`src/rtl/prt_pkg.sv`:
```
// ============================================================================
// prt_pkg - shared types and constants of the priority route table
// Table geometry, route entry layout, status codes and small helpers.
// ============================================================================
`default_nettype none

package prt_pkg;

	// Table geometry
	localparam int TABLE_DEPTH     = 16;
	localparam int INTERFACE_COUNT = 16;
	localparam int IDX_W           = (TABLE_DEPTH > 1) ? $clog2(TABLE_DEPTH) : 1;
	localparam int CNT_W           = $clog2(TABLE_DEPTH + 1);
	localparam int OUT_IDX_W       = 4;
	localparam int IFC_W           = 4;

	// Result status codes
	typedef enum logic [2:0] {
		STATUS_ADDED   = 3'd0,
		STATUS_UPDATED = 3'd1,
		STATUS_FULL    = 3'd2,
		STATUS_HIT     = 3'd3,
		STATUS_MISS    = 3'd4
	} status_t;

	// Command codes
	typedef enum logic {
		CMD_ADD    = 1'b0,
		CMD_LOOKUP = 1'b1
	} cmd_t;

	// Control sequencer states
	typedef enum logic [1:0] {
		ST_IDLE,
		ST_SCAN,
		ST_FINISH
	} state_t;

	// One stored route
	typedef struct packed {
		logic [31:0]      network;
		logic [31:0]      mask;
		logic [IFC_W-1:0] ifc;
		logic [1:0]       link_type;
		logic             gw_valid;
		logic [31:0]      gateway;
		logic [7:0]       priority_val;
	} entry_t;

	// Write port request of the route memory
	typedef struct packed {
		logic             en;
		logic [IDX_W-1:0] addr;
		entry_t           data;
	} mem_wr_t;

	// Read port request of the route memory
	typedef struct packed {
		logic             en;
		logic [IDX_W-1:0] addr;
	} mem_rd_t;

	// Interface number folded into the configured interface range (constant table)
	function automatic logic [IFC_W-1:0] ifc_wrap(input logic [IFC_W-1:0] val);
		logic [IFC_W-1:0] r;
		r = '0;
		for (int j = 0; j < (1 << IFC_W); j++) begin
			if (val == IFC_W'(j)) begin
				r = IFC_W'(j % INTERFACE_COUNT);
			end
		end
		return r;
	endfunction

	// Low bits of a table index as reported on the result port
	function automatic logic [OUT_IDX_W-1:0] out_index(input logic [IDX_W-1:0] idx);
		logic [IDX_W+OUT_IDX_W-1:0] tmp;
		tmp = {{OUT_IDX_W{1'b0}}, idx};
		return tmp[OUT_IDX_W-1:0];
	endfunction

endpackage

`default_nettype wire

```
`src/rtl/prt_route_mem.sv`:
```
// ============================================================================
// prt_route_mem - route entry storage
// Single write port, single read port, read data registered.
// ============================================================================
`default_nettype none

module prt_route_mem (
	input  wire logic             clk,
	input  wire prt_pkg::mem_wr_t wr,
	input  wire prt_pkg::mem_rd_t rd,
	output prt_pkg::entry_t       rd_data
);

	prt_pkg::entry_t mem_q [prt_pkg::TABLE_DEPTH];

	// Write port
	always_ff @(posedge clk) begin
		if (wr.en) begin
			mem_q[wr.addr] <= wr.data;
		end
	end

	// Registered read port
	always_ff @(posedge clk) begin
		if (rd.en) begin
			rd_data <= mem_q[rd.addr];
		end
	end

endmodule

`default_nettype wire

```
`src/rtl/priority_route_table_core.sv`:
```
// ============================================================================
// priority_route_table_core - IPv4 route table add / highest-priority lookup
// Stores routes in a single-port-read memory; every command scans the
// stored entries one per cycle, then writes back on an add and reports one result.
// ============================================================================
//
// Channel   | Handshake        | Payload
// ----------+------------------+---------------------------------------------
// command   | start / busy     | command, address, netmask, interface_id,
//           |                  | link_type, link_filter, gateway_valid,
//           |                  | gateway_address, priority_req
// result    | done (strobe)    | status, entry_index, out_interface,
//           |                  | out_gateway_valid, out_gateway, out_priority
//
// A transaction is taken when start is high and busy is low. The sequencer
// reads the N stored entries in ST_SCAN, then passes through ST_FINISH;
// done is registered from ST_FINISH and busy drops in that same cycle, so
// the next transaction can be taken while done is high. The scan length is
// set by the memory read port, which delivers one stored entry per cycle to
// the compare logic.
// Reset clears the entry count and control; memory contents need no clear.
// The done strobe is high for one cycle only; the receiver cannot stall it.
// ============================================================================
`default_nettype none

module priority_route_table_core (
	input  wire logic        clk,
	input  wire logic        arst_n,
	input  wire logic        start,
	output logic             busy,
	input  wire logic        command,
	input  wire logic [31:0] address,
	input  wire logic [31:0] netmask,
	input  wire logic [3:0]  interface_id,
	input  wire logic [1:0]  link_type,
	input  wire logic        link_filter,
	input  wire logic        gateway_valid,
	input  wire logic [31:0] gateway_address,
	input  wire logic [7:0]  priority_req,
	output logic             done,
	output logic [2:0]       status,
	output logic [3:0]       entry_index,
	output logic [3:0]       out_interface,
	output logic             out_gateway_valid,
	output logic [31:0]      out_gateway,
	output logic [7:0]       out_priority
);

	// ------------------------------------------------------------------
	// Declarations
	// ------------------------------------------------------------------
	prt_pkg::state_t                 state_q, state_d;
	logic [prt_pkg::CNT_W-1:0]       entry_count_q;
	logic [prt_pkg::CNT_W-1:0]       issue_q;
	logic                            accept;

	// captured transaction
	prt_pkg::cmd_t                   cmd_q;
	logic [31:0]                     addr_q;
	logic [31:0]                     mask_q;
	logic [prt_pkg::IFC_W-1:0]       ifc_q;
	logic [1:0]                      lt_q;
	logic                            filt_q;
	logic                            gv_q;
	logic [31:0]                     gw_q;
	logic [7:0]                      pri_q;

	// read pipeline
	prt_pkg::mem_rd_t                rd;
	prt_pkg::mem_wr_t                wr;
	prt_pkg::entry_t                 rd_data;
	logic                            rd_vld_s1;
	logic [prt_pkg::IDX_W-1:0]       rd_idx_s1;

	// scan results
	logic                            found_q;
	logic [prt_pkg::IDX_W-1:0]       best_idx_q;
	prt_pkg::entry_t                 best_q;
	logic                            add_match;
	logic                            lkp_pass;
	logic                            take;
	logic                            table_full;
	prt_pkg::entry_t                 new_entry;
	prt_pkg::entry_t                 upd_entry;

	// result registers
	logic                            done_q;
	prt_pkg::status_t                status_q;
	logic [3:0]                      index_q;
	logic [3:0]                      ifc_out_q;
	logic                            gv_out_q;
	logic [31:0]                     gw_out_q;
	logic [7:0]                      pri_out_q;

	assign accept = start && !busy;

	// ------------------------------------------------------------------
	// Route memory
	// ------------------------------------------------------------------
	prt_route_mem u_mem (
		.clk     (clk),
		.wr      (wr),
		.rd      (rd),
		.rd_data (rd_data)
	);

	// ------------------------------------------------------------------
	// Compare of the entry coming out of memory
	// ------------------------------------------------------------------
	assign add_match = (rd_data.network == addr_q) && (rd_data.mask == mask_q) &&
		(rd_data.ifc == ifc_q);
	assign lkp_pass  = (!filt_q || (rd_data.link_type == lt_q)) &&
		((addr_q & rd_data.mask) == (rd_data.network & rd_data.mask));
	always_comb begin
		if (cmd_q == prt_pkg::CMD_ADD) begin
			take = rd_vld_s1 && add_match && !found_q;
		end else begin
			take = rd_vld_s1 && lkp_pass &&
				(!found_q || (rd_data.priority_val > best_q.priority_val));
		end
	end

	assign table_full = (entry_count_q == prt_pkg::CNT_W'(prt_pkg::TABLE_DEPTH));

	// Entries written back at the end of an add
	always_comb begin
		new_entry.network      = addr_q;
		new_entry.mask         = mask_q;
		new_entry.ifc          = ifc_q;
		new_entry.link_type    = lt_q;
		new_entry.gw_valid     = gv_q;
		new_entry.gateway      = gw_q;
		new_entry.priority_val = pri_q;
		upd_entry              = best_q;
		upd_entry.gw_valid     = gv_q;
		upd_entry.gateway      = gw_q;
	end

	// ------------------------------------------------------------------
	// Sequencer: next state and memory requests
	// ------------------------------------------------------------------
	always_comb begin
		state_d  = state_q;
		rd.en    = 1'b0;
		rd.addr  = issue_q[prt_pkg::IDX_W-1:0];
		wr.en    = 1'b0;
		wr.addr  = best_idx_q;
		wr.data  = upd_entry;
		busy     = (state_q != prt_pkg::ST_IDLE);
		case (state_q)
			prt_pkg::ST_IDLE: begin
				if (start) begin
					state_d = prt_pkg::ST_SCAN;
				end
			end
			prt_pkg::ST_SCAN: begin
				rd.en = (issue_q < entry_count_q);
				if (!rd.en && !rd_vld_s1) begin
					state_d = prt_pkg::ST_FINISH;
				end
			end
			prt_pkg::ST_FINISH: begin
				if (cmd_q == prt_pkg::CMD_ADD) begin
					if (found_q) begin
						wr.en = 1'b1;
					end else if (!table_full) begin
						wr.en   = 1'b1;
						wr.addr = entry_count_q[prt_pkg::IDX_W-1:0];
						wr.data = new_entry;
					end
				end
				state_d = prt_pkg::ST_IDLE;
			end
			default: begin
				state_d = prt_pkg::ST_IDLE;
			end
		endcase
	end

	// ------------------------------------------------------------------
	// Control registers
	// ------------------------------------------------------------------
	always_ff @(posedge clk or negedge arst_n) begin
		if (!arst_n) begin
			state_q       <= prt_pkg::ST_IDLE;
			entry_count_q <= '0;
			issue_q       <= '0;
			rd_vld_s1     <= 1'b0;
			found_q       <= 1'b0;
			done_q        <= 1'b0;
		end else begin
			state_q   <= state_d;
			rd_vld_s1 <= rd.en;
			done_q    <= (state_q == prt_pkg::ST_FINISH);
			if (accept) begin
				issue_q <= '0;
				found_q <= 1'b0;
			end else begin
				if (rd.en) begin
					issue_q <= issue_q + prt_pkg::CNT_W'(1);
				end
				if (take) begin
					found_q <= 1'b1;
				end
			end
			// append grows the table
			if ((state_q == prt_pkg::ST_FINISH) && (cmd_q == prt_pkg::CMD_ADD) &&
				!found_q && !table_full) begin
				entry_count_q <= entry_count_q + prt_pkg::CNT_W'(1);
			end
		end
	end

	// ------------------------------------------------------------------
	// Transaction capture and scan bookkeeping
	// ------------------------------------------------------------------
	always_ff @(posedge clk) begin
		rd_idx_s1 <= rd.addr;
		if (accept) begin
			cmd_q  <= prt_pkg::cmd_t'(command);
			addr_q <= address;
			mask_q <= netmask;
			ifc_q  <= prt_pkg::ifc_wrap(interface_id);
			lt_q   <= link_type;
			filt_q <= link_filter;
			gv_q   <= gateway_valid;
			gw_q   <= gateway_address;
			pri_q  <= priority_req;
		end
		if (take) begin
			best_idx_q <= rd_idx_s1;
			best_q     <= rd_data;
		end
	end

	// ------------------------------------------------------------------
	// Result formation
	// ------------------------------------------------------------------
	always_ff @(posedge clk) begin
		if (state_q == prt_pkg::ST_FINISH) begin
			index_q   <= '0;
			ifc_out_q <= '0;
			gv_out_q  <= 1'b0;
			gw_out_q  <= '0;
			pri_out_q <= '0;
			if (cmd_q == prt_pkg::CMD_ADD) begin
				if (found_q) begin
					status_q <= prt_pkg::STATUS_UPDATED;
					index_q  <= prt_pkg::out_index(best_idx_q);
				end else if (table_full) begin
					status_q <= prt_pkg::STATUS_FULL;
				end else begin
					status_q <= prt_pkg::STATUS_ADDED;
					index_q  <= prt_pkg::out_index(entry_count_q[prt_pkg::IDX_W-1:0]);
				end
			end else if (found_q) begin
				status_q  <= prt_pkg::STATUS_HIT;
				index_q   <= prt_pkg::out_index(best_idx_q);
				ifc_out_q <= best_q.ifc;
				gv_out_q  <= best_q.gw_valid;
				gw_out_q  <= best_q.gateway;
				pri_out_q <= best_q.priority_val;
			end else begin
				status_q <= prt_pkg::STATUS_MISS;
			end
		end
	end

	assign done              = done_q;
	assign status            = status_q;
	assign entry_index       = index_q;
	assign out_interface     = ifc_out_q;
	assign out_gateway_valid = gv_out_q;
	assign out_gateway       = gw_out_q;
	assign out_priority      = pri_out_q;

	// ------------------------------------------------------------------
	// Assertions
	// ------------------------------------------------------------------
	a_done_after_finish: assert property (@(posedge clk) disable iff (!arst_n)
		done |-> $past(state_q == prt_pkg::ST_FINISH))
		else $error("result strobe without a finish cycle");

	a_count_bounded: assert property (@(posedge clk) disable iff (!arst_n)
		entry_count_q <= prt_pkg::CNT_W'(prt_pkg::TABLE_DEPTH))
		else $error("entry count above table depth");

	a_write_in_finish: assert property (@(posedge clk) disable iff (!arst_n)
		wr.en |-> (state_q == prt_pkg::ST_FINISH))
		else $error("memory write outside finish cycle");

	a_busy_drop_done: assert property (@(posedge clk) disable iff (!arst_n)
		$fell(busy) |-> done)
		else $error("busy dropped without a result");

endmodule

`default_nettype wire
```
`config.mk`:
```
export PLATFORM = sky130hd
export DESIGN_NAME = priority_route_table_core
export DESIGN_NICKNAME = d
export VERILOG_FILES = /design/src/rtl/prt_pkg.sv /design/src/rtl/prt_route_mem.sv /design/src/rtl/priority_route_table_core.sv
export SDC_FILE = /design/constraint.sdc
export NUM_CORES = 2
export LEC_CHECK = 0
export BUFFER_PORTS_ARGS = -buffer_cell sky130_fd_sc_hd__buf_2
export CAP_MARGIN = 20
export CORE_MARGIN = 2
export CORE_UTILIZATION = 30
export CTS_BUF_LIST = sky130_fd_sc_hd__clkbuf_4 sky130_fd_sc_hd__clkbuf_8
export DETAILED_ROUTE_END_ITERATION = 8
export PLACE_DENSITY_LB_ADDON = 0.05
export SYNTH_ARGS = -nofsm -noshare
export SYNTH_HDL_FRONTEND = slang
export SYNTH_SLANG_ARGS = --single-unit
```
`constraint.sdc`:
```
create_clock -name clk -period 15.9 [get_ports clk]
set_input_delay 0 -clock clk [delete_from_list [all_inputs] [get_ports clk]]
set_output_delay 0 -clock clk [all_outputs]
set_load 0.01 [all_outputs]
```
==> impl_metrics.tcl <==
set metrics [dict create \
    cp-end-kind "flip-flop" \
    numClockSinks 2186 \
    final-setup-viol-count 0 \
    cts_tree "yes" \
    crit_path_start_kind "flip-flop" \
    routed_wl_mm 242 \
    cp.arrival_ps 5580 \
    ir_drop_mv 0.102 \
    remaining_drc_errors 0 \
    r2r_slack_ps 10870 \
    ios 170 \
    synth_nets 3402 \
    grt_pass1_vias 41700 \
    synth_warnings 0 \
    drive_gt1_share_pct 34.9 \
    postSynth.asyncResetShare_pct 0.686 \
    min_to "addr_q[17]" \
    path_class "flip-flop to flip-flop" \
    cts_root_buf "clkbuf_8" \
    reg2reg_to "u_mem.mem_q[4][89]" \
    layout_commonest_cell "edfxtp_1" \
    p_clk_share_pct 34.5 \
    max_freq_mhz 199 \
    hold_start "address[17]" \
    areaGrowthSynthToFinish_pct 18.7 \
    hold_viol_final 0 \
    synth_area_per_cell_um2 25.0 \
    clockBufferDepth 4 \
    totalNegativeSetupSlack_ps 0 \
    dieArea_um2 277000 \
    gp_congestion 0.719 \
    ys_ff_latch 2186 \
    hold_depth 3 \
    die_h_um 526 \
    final.period_utilization_pct 31.6 \
    combPwrFrac_pct 17.0 \
    layout_common_cells "edfxtp_1, mux4_2, clkbuf_8" \
    worstPathRequired_ps 16450 \
    routedWlPerCell_um 30.8 \
    clock_latency_ps 990 \
    die_w_um 526 \
    swShare_pct 27.6 \
    maxCapViolations 0 \
    worst_slew_pin_slew_ps 1190 \
    reg2reg_depth 8 \
    cellInternalPower_mw 10.8 \
    ant_nets 0 \
    antenna_found_initial 5 \
    outcome "finished clean" \
    switching_power_mw 4.11 \
    p_per_area_nw_per_um2 153 \
    synth_area_um2 81800 \
    synth_edf_count 2167 \
    drt_first_iter_violations 3203 \
    drv_slew 0 \
    seq_area_frac_synth_pct 80.1 \
    dp_hpwl_mm 123 \
    postCtsSetupBuffers 0 \
    grt_max_degree 145 \
    cts_inserted_buffers 387 \
    leakage_nw 30.3 \
    r2r-start "state_q[0]" \
    grt_usage_pct 17.4 \
    ys.flop_type "edfxtp_1" \
    ff_latch_area_um2 65500 \
    fin_nets 4121 \
    num_vias 38000 \
    cp_max_fo 38 \
    htree_levels 5 \
    syn-instance-count 3271 \
    coreArea_um2 271000 \
    pwr-share-seq_pct 48.4 \
    io_buffers 169 \
    multi_input_area_um2 15500 \
    max-slew-margin-rel_pct 20.6 \
    avgViaCountPerCell 4.83 \
    rsz0062_at_grt "no" \
    period_minus_slack_ps 5030 \
    clk_pin_slew_ps 60 \
    num_rows 191 \
    hold_path.class "input port to flip-flop" \
    initial_core_util_pct 30.2 \
    grt_overflow 0 \
    yosysUniqueCellTypes 43 \
    fillers 25000 \
    skew_ps 83.7 \
    utilization_pct 35.8 \
    grt_pass1_wl_mm 337 \
    firstDrtPassIters 5 \
]
## Yosys cell counts (4+ instances only)
cell	number	share of area (%)
a21o_1	5	0.046
nor4_1	13	0.099
dfxtp_1	4	0.098
nand4_1	11	0.084
buf_6	18	0.25
edfxtp_1	2167	80
dfrtp_1	15	0.46
nor2_1	32	0.15
nand2_1	22	0.10
xnor2_1	28	0.30
a22oi_1	9	0.083
inv_1	19	0.087
buf_1	13	0.060
xor2_1	48	0.51
buf_4	31	0.28
nor3_1	5	0.031
clkbuf_1	72	0.33
a21oi_1	5	0.031
buf_2	15	0.092
nand3_1	11	0.067
o21ai_0	4	0.024
ha_1	15	0.23
mux2_2	80	1.1
mux4_2	555	15
and3_1	39	0.30
a22o_1	5	0.054
## layer usage
layer / part of all wire, % / GRT usage, % / vias up
li1: - / - / 15600
met4: 2.2 / 4.44 / 0
met1: 44 / 23.2 / 21200
met2: 51 / 29.9 / 899
met5: 0 / 0 / -
met3: 3.2 / 2.32 / 345
## area by class of cell
type                       count  share of cell area (%)
sequential                  2186                    67.5
multi-input combinational    917                    16.0
clock buffer                 506                    6.46
tap                         3570                    4.60
timing repair buffer         479                    4.09
clock inverter               195                    1.27
inverter                      19                  0.0799
antenna                        2                 0.00516
## state kept, by name (all words and copies together), names as in the netlist, 5 cells and up
register       cells
u_mem.mem_q     1776
gw_q              32
out_priority       8
addr_q            32
entry_count_q      5
mask_q            32
pri_q              8
out_gateway       32
issue_q            5
u_mem.rd_data    111
best_q           111
## cells by family (layout without fill, tap and decap cells)
kind of cell             Yosys count  count (layout)  synth area share [%]
AO/OA/AOI/OAI                     44              44                 0.396
adder cells (fa/ha/maj)           15              15                 0.229
flip-flops                      2186            2186                  80.1
XOR/XNOR                          76              76                 0.814
AND/OR/NAND/NOR                  145             145                 0.929
buffers and inverters            168            1199                  1.10
multiplexers                     637             637                  16.4
other                              0               2                     0
## through the flow
step	instances	setup slack, ps	instance area [um2]	hold slack (ps)	power, mW
after floorplan	3271	8480	81800	-296	8.87
after global placement	6937	10620	87200	48.6	9.90
after detailed placement	6939	10740	87200	40.6	9.92
after CTS	7871	10650	97100	148	15.2
after global routing	7873	10570	97100	206	15.5
final	7874	10870	97100	275	14.9
## worst max-delay path by stage
stage               cells past startpoint  slack (ps)        from            endpoint
CTS                                     8       10650  state_q[0]  u_mem.mem_q[4][85]
floorplan                               6        8480  state_q[0]   u_mem.mem_q[6][0]
global route                            8       10570  state_q[0]  u_mem.mem_q[4][89]
finish                                  8       10870  state_q[0]  u_mem.mem_q[4][89]
detailed placement                      8       10740  state_q[0]  u_mem.mem_q[4][75]
global placement                        7       10620  addr_q[29]          best_q[32]
## power groups by stage
stage / sequential [mW] / combinational, mW / clock (mW)
floorplan: 7.13 / 1.74 / 0
global placement: 7.34 / 2.56 / 0
detailed placement: 7.34 / 2.58 / 0
CTS: 7.23 / 2.64 / 5.32
global route: 7.24 / 2.72 / 5.55
finish: 7.21 / 2.53 / 5.14
## timing repair
item / 4_1_cts / 5_1_grt
hold buffers: 231 / 0
hold endpoints to repair: 163 / 0
gates resized for setup: 0 / 0
## critical path, stage by stage (launching register included)
cell      delay [ps]
dfrtp_1          390
nand2b_1         220
nor3_1           540
nand2_4          540
mux2i_1          420
nand2_1          310
nor2_4           680
buf_4            770
buf_4            600
No activity file was read; power rests on OpenSTA's default activity.
